===== config.mk =====
export PLATFORM = sky130hd
export DESIGN_NAME = json_pid_field_extractor_unit
export DESIGN_NICKNAME = d
export VERILOG_FILES = /design/src/rtl/core/jpfe_pkg.sv /design/src/rtl/core/jpfe_in_stage.sv /design/src/rtl/core/jpfe_parser.sv /design/src/rtl/core/jpfe_out_stage.sv /design/src/rtl/core/json_pid_field_extractor_unit.sv
export SDC_FILE = /design/constraint.sdc
export NUM_CORES = 1
export LEC_CHECK = 0
export CORE_UTILIZATION = 55
export CTS_CLUSTER_SIZE = 10
export DETAILED_ROUTE_END_ITERATION = 8
export DONT_BUFFER_PORTS = 1
export GPL_ROUTABILITY_DRIVEN = 0
export PLACE_DENSITY = 0.77
export SYNTH_ARGS = -nofsm -noshare
export SYNTH_HDL_FRONTEND = slang
export SYNTH_SLANG_ARGS = --single-unit

===== constraint.sdc =====
create_clock -name i_clk -period 8.8 [get_ports i_clk]
set_input_delay 1.76 -clock i_clk [delete_from_list [all_inputs] [get_ports i_clk]]
set_output_delay 1.76 -clock i_clk [all_outputs]
set_load 0.02 [all_outputs]

===== src/rtl/core/jpfe_pkg.sv =====
// Package for the JSON "pid" field extractor.
// Holds the transaction types, parser phases, verdict codes and character constants.
// No dependencies.
package jpfe_pkg;

    localparam int unsigned VALUE_BITS = 31;

    localparam logic [VALUE_BITS-1:0] MAX_VALUE_RESET = VALUE_BITS'(64'd2147483647);

    // Key is quote, p, i, d, quote: the first four bytes sit in the window
    localparam logic [31:0] KEY_HEAD  = 32'h2270_6964;
    localparam logic [7:0]  KEY_TAIL  = 8'h22;
    localparam logic [7:0]  CHR_COLON = 8'h3A;
    localparam logic [7:0]  CHR_SPACE = 8'h20;
    localparam logic [7:0]  CHR_TAB   = 8'h09;
    localparam logic [7:0]  CHR_ZERO  = 8'h30;
    localparam logic [7:0]  CHR_NINE  = 8'h39;

    typedef enum logic [2:0] {
        PH_SEARCH      = 3'd0,
        PH_AFTER_KEY   = 3'd1,
        PH_AFTER_COLON = 3'd2,
        PH_DIGITS      = 3'd3,
        PH_DECIDED     = 3'd4
    } t_phase;

    typedef enum logic [2:0] {
        V_OK       = 3'd0,
        V_NO_KEY   = 3'd1,
        V_NO_COLON = 3'd2,
        V_NO_DIGIT = 3'd3,
        V_OVERFLOW = 3'd4,
        V_ZERO     = 3'd5
    } t_verdict;

    typedef struct packed {
        logic [7:0] data_byte;
        logic       body_end;
    } t_in_item;

    typedef struct packed {
        logic [VALUE_BITS-1:0] pid_value;
        t_verdict              verdict;
    } t_out_item;

    // Handshake between the parser and its neighbor stages
    typedef struct packed {
        logic advance;
        logic emit;
    } t_step_ctl;

endpackage


===== src/rtl/core/jpfe_in_stage.sv =====
// Input register of the extractor: holds one accepted transaction for the parser.
// Depends on jpfe_pkg.
module jpfe_in_stage (
    input  logic               i_clk,
    input  logic               i_rst_n,
    input  logic               i_in_valid,
    output logic               o_in_stall,
    input  jpfe_pkg::t_in_item i_in_item,
    input  logic               i_out_free,
    output logic               o_item_valid,
    output jpfe_pkg::t_in_item o_item,
    output jpfe_pkg::t_step_ctl o_ctl
);

    logic               r_valid;
    logic               n_valid;
    jpfe_pkg::t_in_item r_item;
    logic               w_accept;

    // Advance unless the held item produces a result and the output is busy
    always_comb begin
        o_ctl.advance = r_valid && (!r_item.body_end || i_out_free);
        o_ctl.emit    = o_ctl.advance && r_item.body_end;
    end

    assign o_in_stall = r_valid && !o_ctl.advance;
    assign w_accept   = i_in_valid && !o_in_stall;

    // Refill or drain the holding register
    always_comb begin
        n_valid = r_valid;
        if (w_accept) begin
            n_valid = 1'b1;
        end else if (o_ctl.advance) begin
            n_valid = 1'b0;
        end
    end

    always_ff @(posedge i_clk) begin
        if (!i_rst_n) begin
            r_valid <= 1'b0;
        end else begin
            r_valid <= n_valid;
        end
    end

    always_ff @(posedge i_clk) begin
        if (w_accept) begin
            r_item <= i_in_item;
        end
    end

    assign o_item_valid = r_valid;
    assign o_item       = r_item;

endmodule


===== src/rtl/core/jpfe_parser.sv =====
// Parser core: key window, phase tracking and digit accumulation, one byte per cycle when not stalled.
// Depends on jpfe_pkg.
module jpfe_parser (
    input  logic                                i_clk,
    input  logic                                i_rst_n,
    input  jpfe_pkg::t_step_ctl                 i_ctl,
    input  jpfe_pkg::t_in_item                  i_item,
    input  logic [jpfe_pkg::VALUE_BITS-1:0]     i_max_value,
    output jpfe_pkg::t_out_item                 o_result
);

    localparam int unsigned WIDE_BITS = jpfe_pkg::VALUE_BITS + 4;

    jpfe_pkg::t_phase                r_phase;
    jpfe_pkg::t_phase                n_phase;
    logic [31:0]                     r_recent;
    logic [31:0]                     n_recent;
    logic [jpfe_pkg::VALUE_BITS-1:0] r_acc;
    logic [jpfe_pkg::VALUE_BITS-1:0] n_acc;
    jpfe_pkg::t_verdict              r_verdict;
    jpfe_pkg::t_verdict              n_verdict;

    logic                            w_blank;
    logic                            w_digit;
    logic [WIDE_BITS-1:0]            w_sum;
    logic                            w_over;
    logic [7:0]                      w_b;
    jpfe_pkg::t_verdict              w_final;

    assign w_b     = i_item.data_byte;
    assign w_blank = (w_b == jpfe_pkg::CHR_SPACE) || (w_b == jpfe_pkg::CHR_TAB);
    assign w_digit = (w_b >= jpfe_pkg::CHR_ZERO) && (w_b <= jpfe_pkg::CHR_NINE);

    // Exact value*10 + digit, compared against the limit at full width
    assign w_sum = {r_acc, 3'b000} + {2'b00, r_acc, 1'b0}
                 + WIDE_BITS'(w_b - jpfe_pkg::CHR_ZERO);
    assign w_over = w_sum > {4'b0000, i_max_value};

    // Step the phase for one byte
    always_comb begin
        n_phase   = r_phase;
        n_recent  = r_recent;
        n_acc     = r_acc;
        n_verdict = r_verdict;
        unique case (r_phase)
            jpfe_pkg::PH_SEARCH: begin
                if (r_recent == jpfe_pkg::KEY_HEAD && w_b == jpfe_pkg::KEY_TAIL) begin
                    n_phase = jpfe_pkg::PH_AFTER_KEY;
                end
                n_recent = {r_recent[23:0], w_b};
            end
            jpfe_pkg::PH_AFTER_KEY: begin
                if (w_b == jpfe_pkg::CHR_COLON) begin
                    n_phase = jpfe_pkg::PH_AFTER_COLON;
                end else if (!w_blank) begin
                    n_phase   = jpfe_pkg::PH_DECIDED;
                    n_verdict = jpfe_pkg::V_NO_COLON;
                end
            end
            jpfe_pkg::PH_AFTER_COLON, jpfe_pkg::PH_DIGITS: begin
                if (w_digit) begin
                    if (w_over) begin
                        n_phase   = jpfe_pkg::PH_DECIDED;
                        n_verdict = jpfe_pkg::V_OVERFLOW;
                    end else begin
                        n_phase = jpfe_pkg::PH_DIGITS;
                        n_acc   = w_sum[jpfe_pkg::VALUE_BITS-1:0];
                    end
                end else if (r_phase == jpfe_pkg::PH_DIGITS) begin
                    n_phase   = jpfe_pkg::PH_DECIDED;
                    n_verdict = (r_acc == '0) ? jpfe_pkg::V_ZERO : jpfe_pkg::V_OK;
                end else if (!w_blank) begin
                    n_phase   = jpfe_pkg::PH_DECIDED;
                    n_verdict = jpfe_pkg::V_NO_DIGIT;
                end
            end
            default: begin
            end
        endcase
    end

    // Map the phase after this byte to the final verdict
    always_comb begin
        unique case (n_phase)
            jpfe_pkg::PH_SEARCH:      w_final = jpfe_pkg::V_NO_KEY;
            jpfe_pkg::PH_AFTER_KEY:   w_final = jpfe_pkg::V_NO_COLON;
            jpfe_pkg::PH_AFTER_COLON: w_final = jpfe_pkg::V_NO_DIGIT;
            jpfe_pkg::PH_DIGITS:      w_final = (n_acc == '0) ? jpfe_pkg::V_ZERO
                                                              : jpfe_pkg::V_OK;
            default:                  w_final = n_verdict;
        endcase
        o_result.verdict   = w_final;
        o_result.pid_value = (w_final == jpfe_pkg::V_OK) ? n_acc : '0;
    end

    // Update state on advance; clear after the final byte
    always_ff @(posedge i_clk) begin
        if (!i_rst_n || i_ctl.emit) begin
            r_phase   <= jpfe_pkg::PH_SEARCH;
            r_recent  <= '0;
            r_acc     <= '0;
            r_verdict <= jpfe_pkg::V_OK;
        end else if (i_ctl.advance) begin
            r_phase   <= n_phase;
            r_recent  <= n_recent;
            r_acc     <= n_acc;
            r_verdict <= n_verdict;
        end
    end

endmodule


===== src/rtl/core/jpfe_out_stage.sv =====
// Output register of the extractor: holds one result transaction until taken.
// Depends on jpfe_pkg.
module jpfe_out_stage (
    input  logic                 i_clk,
    input  logic                 i_rst_n,
    input  jpfe_pkg::t_step_ctl  i_ctl,
    input  jpfe_pkg::t_out_item  i_result,
    output logic                 o_out_free,
    output logic                 o_out_valid,
    input  logic                 i_out_stall,
    output jpfe_pkg::t_out_item  o_out_item
);

    logic                r_valid;
    logic                n_valid;
    jpfe_pkg::t_out_item r_item;

    assign o_out_free = !r_valid || !i_out_stall;

    // Load a new result or drop the one just taken
    always_comb begin
        n_valid = r_valid;
        if (i_ctl.emit) begin
            n_valid = 1'b1;
        end else if (!i_out_stall) begin
            n_valid = 1'b0;
        end
    end

    always_ff @(posedge i_clk) begin
        if (!i_rst_n) begin
            r_valid <= 1'b0;
        end else begin
            r_valid <= n_valid;
        end
    end

    always_ff @(posedge i_clk) begin
        if (i_ctl.emit) begin
            r_item <= i_result;
        end
    end

    assign o_out_valid = r_valid;
    assign o_out_item  = r_item;

endmodule


===== src/rtl/core/json_pid_field_extractor_unit.sv =====
// Top level of the JSON "pid" field extractor.
// Depends on jpfe_pkg, jpfe_in_stage, jpfe_parser and jpfe_out_stage.
//
// Usage:
//   Input channel (i_in_valid / o_in_stall / i_in_item) carries one body byte
//   per transaction, with body_end set on the last byte of a body.
//   Output channel (o_out_valid / i_out_stall / o_out_item) carries one result
//   per body: the parsed pid and a verdict code, produced on the last byte.
//   Configuration channel (i_cfg_valid / o_cfg_ready / i_cfg_data) writes the
//   max_value limit; ready is always high. Write it only between bodies.
// Timing:
//   A byte is registered at acceptance and parsed from the input register; a
//   result is registered in the output register when its last byte is parsed.
//   Throughput is one byte per cycle unless a final byte waits on a stall;
//   the parser step (window compare, value*10+digit add/compare) is combinational.
// Reset:
//   Synchronous active-low reset empties both registers, returns the parser
//   to key search and sets max_value to 2^31-1.
// Backpressure:
//   While a result waits under i_out_stall, non-final bytes keep flowing; a
//   final byte is held in the input register and o_in_stall rises.
module json_pid_field_extractor_unit (
    input  logic                             i_clk,
    input  logic                             i_rst_n,
    input  logic                             i_in_valid,
    output logic                             o_in_stall,
    input  jpfe_pkg::t_in_item               i_in_item,
    output logic                             o_out_valid,
    input  logic                             i_out_stall,
    output jpfe_pkg::t_out_item              o_out_item,
    input  logic                             i_cfg_valid,
    output logic                             o_cfg_ready,
    input  logic [jpfe_pkg::VALUE_BITS-1:0]  i_cfg_data
);

    logic [jpfe_pkg::VALUE_BITS-1:0] r_max_value;
    logic                            w_out_free;
    logic                            w_item_valid;
    jpfe_pkg::t_in_item              w_item;
    jpfe_pkg::t_step_ctl             w_ctl;
    jpfe_pkg::t_out_item             w_result;

    // Hold the limit register
    assign o_cfg_ready = 1'b1;

    always_ff @(posedge i_clk) begin
        if (!i_rst_n) begin
            r_max_value <= jpfe_pkg::MAX_VALUE_RESET;
        end else if (i_cfg_valid && o_cfg_ready) begin
            r_max_value <= i_cfg_data;
        end
    end

    jpfe_in_stage u_in_stage (
        .i_clk        (i_clk),
        .i_rst_n      (i_rst_n),
        .i_in_valid   (i_in_valid),
        .o_in_stall   (o_in_stall),
        .i_in_item    (i_in_item),
        .i_out_free   (w_out_free),
        .o_item_valid (w_item_valid),
        .o_item       (w_item),
        .o_ctl        (w_ctl)
    );

    jpfe_parser u_parser (
        .i_clk       (i_clk),
        .i_rst_n     (i_rst_n),
        .i_ctl       (w_ctl),
        .i_item      (w_item),
        .i_max_value (r_max_value),
        .o_result    (w_result)
    );

    jpfe_out_stage u_out_stage (
        .i_clk       (i_clk),
        .i_rst_n     (i_rst_n),
        .i_ctl       (w_ctl),
        .i_result    (w_result),
        .o_out_free  (w_out_free),
        .o_out_valid (o_out_valid),
        .i_out_stall (i_out_stall),
        .o_out_item  (o_out_item)
    );

    // A result is never written over one still waiting
    a_no_overwrite: assert property (@(posedge i_clk) disable iff (!i_rst_n)
        w_ctl.emit |-> (!o_out_valid || !i_out_stall))
        else $error("result register overwritten while stalled");

    // The parser only steps on a held item
    a_advance_held: assert property (@(posedge i_clk) disable iff (!i_rst_n)
        w_ctl.advance |-> w_item_valid)
        else $error("parser advanced without an item");

    // A failed parse reports no value
    a_zero_on_fail: assert property (@(posedge i_clk) disable iff (!i_rst_n)
        (o_out_valid && o_out_item.verdict != jpfe_pkg::V_OK)
            |-> (o_out_item.pid_value == '0))
        else $error("nonzero value with failing verdict");

    // Every emitted result is shown on the next cycle
    a_emit_shows: assert property (@(posedge i_clk) disable iff (!i_rst_n)
        w_ctl.emit |=> o_out_valid)
        else $error("emitted result not presented");

endmodule

### Word level (Yosys, flattened, before mapping)

Index checks and enable logic that the tools add are counted.
W data, S select, Z words.

| word-level totals | value |
|---|---|
| input port bits | 45 |
| register bits after elaboration | 145 |
| output and inout bits | 37 |
| logic and storage cells | 77 |

| operators by class | value |
|---|---|
| reductions and logical operators | 24 |
| multiplexer cells | 24 |
| magnitude comparators | 3 |
| $add $sub $neg | 3 |
| equality and inequality tests | 12 |

Operator list:

| operator | number |
|---|---|
| $mux W31 | 3 |
| $logic_not A31 Y1 | 2 |
| $mux W3 | 14 |
| $add A34 B32 Y35 | 1 |
| $add A35 B35 Y35 | 1 |
| $gt A35 B31 Y1 | 1 |
| $eq A32 B30 Y1 const B | 1 |
| $eq A8 B6 Y1 const B | 3 |
| $eq A3 B2 Y1 const B | 4 |
| $pmux W3 S4 | 1 |
| $logic_not A3 Y1 | 3 |
| $pmux W3 S3 | 1 |
| $sub A8 B6 Y9 const B | 1 |
| $eq A8 B4 Y1 const B | 1 |
| $ge A8 B6 Y1 const B | 1 |
| $le A8 B6 Y1 const B | 1 |
| $eq A3 B1 Y1 const B | 2 |
| $logic_and A1 B1 Y1 | 6 |
| $logic_not A1 Y1 | 6 |
| $pmux W3 S2 | 1 |
| $logic_or A1 B1 Y1 | 4 |
| $mux W1 | 4 |
| $ne A2 B1 Y1 const B | 1 |
| $reduce_and A2 Y1 | 1 |
| 2 further kinds | 2 |

### Longest topological paths before layout

| depth | value |
|---|---|
| depth in word-level cells | 10 |
| mapped depth | 23 |
| mapped depth without buffers | 22 |

### Modules after synthesis

Synthesis repeated with hierarchy kept, for this count alone.

| unflattened totals | value |
|---|---|
| cell total of the unflattened synthesis | 1130 |
| area, all modules | 9992.1 sq um |

By module, submodules not included:

| module | instances | seq. area each (sq um) | area each (sq um) | cells each |
|---|---|---|---|---|
| jpfe_parser | 1 | 1381.3 | 7479.7 | 974 |
| json_pid_field_extractor_unit | 1 | 620.6 | 1126.1 | 102 |
| jpfe_out_stage | 1 | 1041.0 | 1056.0 | 38 |
| jpfe_in_stage | 1 | 290.3 | 330.3 | 16 |

### Worst setup path after synthesis

No wires, ideal clock.

| timing | value |
|---|---|
| kind | register to register |
| start point | register u_in_stage.r_item (netlist bit u_in_stage.o_item[7]) |
| end point | register u_out_stage.r_item (netlist bit u_out_stage.o_out_item[0]) (data pin) |
| data arrival time | 7458 ps |
| setup slack | 1198 ps |
| stages on the path, launching flop included | 23 |
| required time | 8655 ps |
| clock period less this slack | 7602 ps |
| path buffers | 2 |
| setup time | 145 ps |
| path through | edfxtp_1 or2_2 clkbuf_1 nor2_1 fa_1 ha_1 clkbuf_1 a21oi_1 o21ai_0 a21o_1 o2111a_1 or4_1 nand4_1 ha_1 a21oi_1 o21ai_0 a2111o_1 o221ai_1 a21oi_1 or4_4 or3_1 or4_1 o21ai_1 |

RTL lines:

| item | line | text |
|---|---|---|
| start: declaration | jpfe_in_stage.sv:17 | `jpfe_pkg::t_in_item r_item;` |
| start signal: assignment | jpfe_in_stage.sv:49 | `r_item <= i_in_item;` |
| end signal: assignment | jpfe_out_stage.sv:40 | `r_item <= i_result;` |
| end: declaration | jpfe_out_stage.sv:16 | `jpfe_pkg::t_out_item r_item;` |

### Final worst setup path

| timing | value |
|---|---|
| start point | register u_in_stage.r_item (netlist bit u_in_stage.o_item[7]) |
| end point | register u_out_stage.r_item (netlist bit u_out_stage.o_out_item[13]) (data pin) |

| on the way | value |
|---|---|
| word-level cells in the longest chain between the ends | 10 |
| elaborated cells on any way between the ends | 37 |
| classes of those cells | add/sub (2); order compare (3); eq/ne (7); mux (19); reduce/logical (6) |

RTL lines:

| item | line | text |
|---|---|---|
| $sub A8 B6 Y9 | jpfe_parser.sv:36 | `+ WIDE_BITS'(w_b - jpfe_pkg::CHR_ZERO);` |
| $add A35 B35 Y35 | jpfe_parser.sv:36 |  |
| $gt A35 B31 Y1 | jpfe_parser.sv:37 | `assign w_over = w_sum > {4'b0000, i_max_value};` |
| $mux W31 | jpfe_parser.sv:62 | `if (w_over) begin` |
| $mux W31 | jpfe_parser.sv:61 | `if (w_digit) begin` |
| $mux W31 | jpfe_parser.sv:45 | `unique case (r_phase)` |
| $logic_not A31 Y1 | jpfe_parser.sv:88 | `jpfe_pkg::PH_DIGITS: w_final = (n_acc == '0) ? jpfe_pkg::V_ZERO` |
| $mux W3 | jpfe_parser.sv:88 |  |
| $pmux W3 S4 | jpfe_parser.sv:84 | `unique case (n_phase)` |
| $logic_not A3 Y1 | jpfe_parser.sv:93 | `o_result.pid_value = (w_final == jpfe_pkg::V_OK) ? n_acc : '0;` |

Several ways; a longest one is shown, not always the timed one.
A chain may end at the register's enable or synchronous reset.

==> flow_summary_export.csv <==
group,metric,value,unit
run_status,status,"finished, final reports clean",
synth,synth_warnings,0,
global_routing,grt_pass1_wl,38100,µm
cells_and_area,area.growth.synth_to_final,7.177,%
job,cap_violations,0,
clocking,hold_buffers,0,
synth,synth_cells,1089,
timing,skew,15.04,ps
synth,synth_cell_type_count,73,
timing,fmax,130.1,MHz
worst_hold_path,hold_depth,2,
global_routing,antenna_found_initial,0,
drt,wl_met1,10760,µm
cells_and_area,fin_util,0.6074,
die,design.portCount,82,
critical_path,reg2regPathDepth,22,
global_routing,grt_usage,0.2727,
die,fp.dieW,133.2,µm
timing,max-slew-margin-rel,0.1765,
power_and_ir_drop,finalPower,1598,µW
die,core,16700,µm²
synth,mappedNetlistArea,9465,µm²
global_routing,overflow,0,
drt,routed_wl,23860,µm
placement,dpl.hpwl,17830,µm
die,die_area,17740,µm²
critical_path,endpoint_kind,"register",
timing,finalCritPeriodShare,0.8735,
cells_and_area,final_cell_area,10140,µm²
drt,drc,0,
timing,rsz0062_at_grt,"false",
critical_path,r2r_start,"u_in_stage.o_item[7]$_DFFE_PP_",
power_and_ir_drop,max-vdd-ir-drop,0.0001444,V
worst_hold_path,hp-class,"reg2reg",
die,start_util,0.5668,
drt,firstDrtPassIters,5,
drt,dr_wl_met2,10860,µm
synth,ys_ff_latch,145,
timing,slew_viol_final,0,
placement,post-place-cells,1254,
placement,placed_area,9547,µm²
synth,synth-seq-area-share,0.3521,
cells_and_area,final_common_cell,"nand2_1",
drt,drt-wirelength-per-cell,18.56,µm
global_routing,grt_max_degree,62,
synth,synth_nets,1234,
timing,tightest_slew,1232,ps
clocking,cts-resized-gates,0,
timing,hold_viol,0,
die,row_count,47,
drt,via_count,8062,
synth,synthFlopType,"dfxtp_1",
timing,min_period,7687,ps
clocking,cts_root_buf,"clkbuf_16",
synth,syn-mean-instance-area,8.692,µm²
clocking,cts_setup_buffers,0,
drt,dr_wl_met3,1716,µm
clocking,cts_made_buffers,17,
cells_and_area,mostFrequentLayoutCells,"nand2_1, dfxtp_1, a21oi_1",
worst_hold_path,hold_path.startpoint,"u_parser.r_recent[31]$_SDFFE_PP0P_",
critical_path,arrival,7980,ps
critical_path,r2r_slack,1110,ps
cells_and_area,nNetsFinal,1198,
worst_hold_path,hold_path_end,"u_parser.r_recent[31]$_SDFFE_PP0P_",
timing,finalSetupViolCount,0,
cells_and_area,final_cells,1286,
drt,drtAntennaViolNets,0,
clocking,clk_pin_slew,70,ps
clocking,clock_latency,440,ps
drt,drt_iter0_markers,551,
drt,viasPerCell,6.269,
global_routing,grt_pass1_vias,7424,
power_and_ir_drop,p_per_area,157.5,nW/µm²
critical_path,critical_path_class,"reg2reg",
critical_path,crit_path_start_kind,"register",
die,die_y,133.2,µm
cells_and_area,antennaDiodeCount,0,
clocking,tritoncts,"done",
critical_path,worstPathMaxFanout,19,
drt,topRoutingLayerUsed,"met4",
placement,port_buffers,0,
synth,async_flop_share,0,
critical_path,required,9100,ps
timing,tns,0,ps
clocking,cts_buffer_depth,2,
clocking,h-tree-depth,4,
critical_path,reg2reg_to,"u_out_stage.o_out_item[13]$_SDFFCE_PP0P_",
cells_and_area,drive_gt1_frac,0.05347,
power_and_ir_drop,p_leak,0.004196,µW
clocking,cts_num_sinks,145,
synth,synth-edff-count,43,
critical path: stages, from the launching register on:
cell,delay [ps]
edfxtp_1,480
or2_2,400
nor2_2,470
buf_4,420
fa_1,480
ha_1,400
a21oi_1,260
nor2_1,80
a211oi_1,430
a21oi_1,150
or3_1,380
and2_1,220
ha_1,300
a21oi_1,170
o21ai_0,210
a2111o_1,470
o221ai_1,190
a21oi_1,80
nor4_1,380
a31oi_1,190
nor4_4,810
buf_4,380
a22o_1,160
kinds of logic (layout without fill, tap and decap cells):
group | after synthesis | after routing | share of synthesized area
adders and majority gates | 100 | 100 | 0.1560
muxes | 5 | 5 | 0.005288
buffers and inverters | 127 | 104 | 0.05420
AOI/OAI and AO/OA | 318 | 318 | 0.2197
other | 1 | 1 | 0.0003962
DFF | 145 | 145 | 0.3521
and+or+nand+nor | 370 | 370 | 0.1910
xor gates and xnor gates | 23 | 23 | 0.02128
metal layers:
metal | GRT usage | up-vias
li1 | - | 3896
met1 | 0.3662 | 3823
met2 | 0.4299 | 296
met3 | 0.06925 | 47
met4 | 0.08838 | 0
met5 | 0 | -
layout make-up:
| class | count | area, µm² |
|---|---|---|
| Fill cell | 1463 | 6556 |
| Multi-Input combinational cell | 817 | 5638 |
| Sequential cell | 145 | 3333 |
| Clock buffer | 18 | 450.4 |
| Tap cell | 220 | 275.3 |
| Inverter | 64 | 240.2 |
| Clock inverter | 14 | 147.6 |
| Timing Repair Buffer | 8 | 60.06 |
cells in the mapped netlist (14+ instances only):
cell type | count | area share
a21oi_1 | 95 | 0.050
a22o_1 | 31 | 0.029
buf_2 | 14 | 0.0074
clkbuf_1 | 43 | 0.017
dfxtp_1 | 102 | 0.22
edfxtp_1 | 43 | 0.14
fa_1 | 30 | 0.063
ha_1 | 70 | 0.093
inv_1 | 64 | 0.025
nand2_1 | 174 | 0.069
nand3_1 | 39 | 0.021
nand4_1 | 21 | 0.014
nor2_1 | 50 | 0.020
nor3_1 | 15 | 0.0079
nor4_1 | 14 | 0.0093
o211ai_1 | 38 | 0.030
o21ai_0 | 55 | 0.029
xnor2_1 | 15 | 0.014
state kept, by name, summed over array words and instances, names as in the netlist:
| name | count |
|---|---|
| r_max_value | 31 |
| u_in_stage.o_item | 9 |
| u_in_stage.o_item_valid | 1 |
| u_out_stage.o_out_item | 34 |
| u_out_stage.o_out_valid | 1 |
| u_parser.r_acc | 31 |
| u_parser.r_phase | 3 |
| u_parser.r_recent | 32 |
| u_parser.r_verdict | 3 |
per-stage QoR:
stage          setup WS (ps)  hold slack [ps]
4_1_cts                 1228            455.5
2_1_floorplan           1198            431.6
6_report                1113            453.4
3_5_place_dp            1248            445.9
3_3_place_gp            1453            440.1
5_1_grt                688.5            472.1
power by group:
group          internal, µW  leakage [µW]  total, µW  switching, µW
sequential              704       0.00127        719           14.5
combinational          52.0       0.00263        156            103
clock                   396      0.000297        723            327
total                  1150       0.00420       1600            445
worst max path at each step:
stage,start,end,slack [ps],cells after the start
finish,u_in_stage.o_item[7]$_DFFE_PP_,u_out_stage.o_out_item[13]$_SDFFCE_PP0P_,1110,22
global placement,u_in_stage.o_item[7]$_DFFE_PP_,u_out_stage.o_out_item[12]$_SDFFCE_PP0P_,1450,22
floorplan,u_in_stage.o_item[7]$_DFFE_PP_,u_out_stage.o_out_item[0]$_DFFE_PP_,1200,22
global route,u_in_stage.o_item[7]$_DFFE_PP_,u_out_stage.o_out_item[10]$_SDFFCE_PP0P_,690,22
detailed placement,u_in_stage.o_item[7]$_DFFE_PP_,u_out_stage.o_out_item[12]$_SDFFCE_PP0P_,1250,22
CTS,u_in_stage.o_item[7]$_DFFE_PP_,u_out_stage.o_out_item[12]$_SDFFCE_PP0P_,1230,22
(Power assumes the default switching activity.)
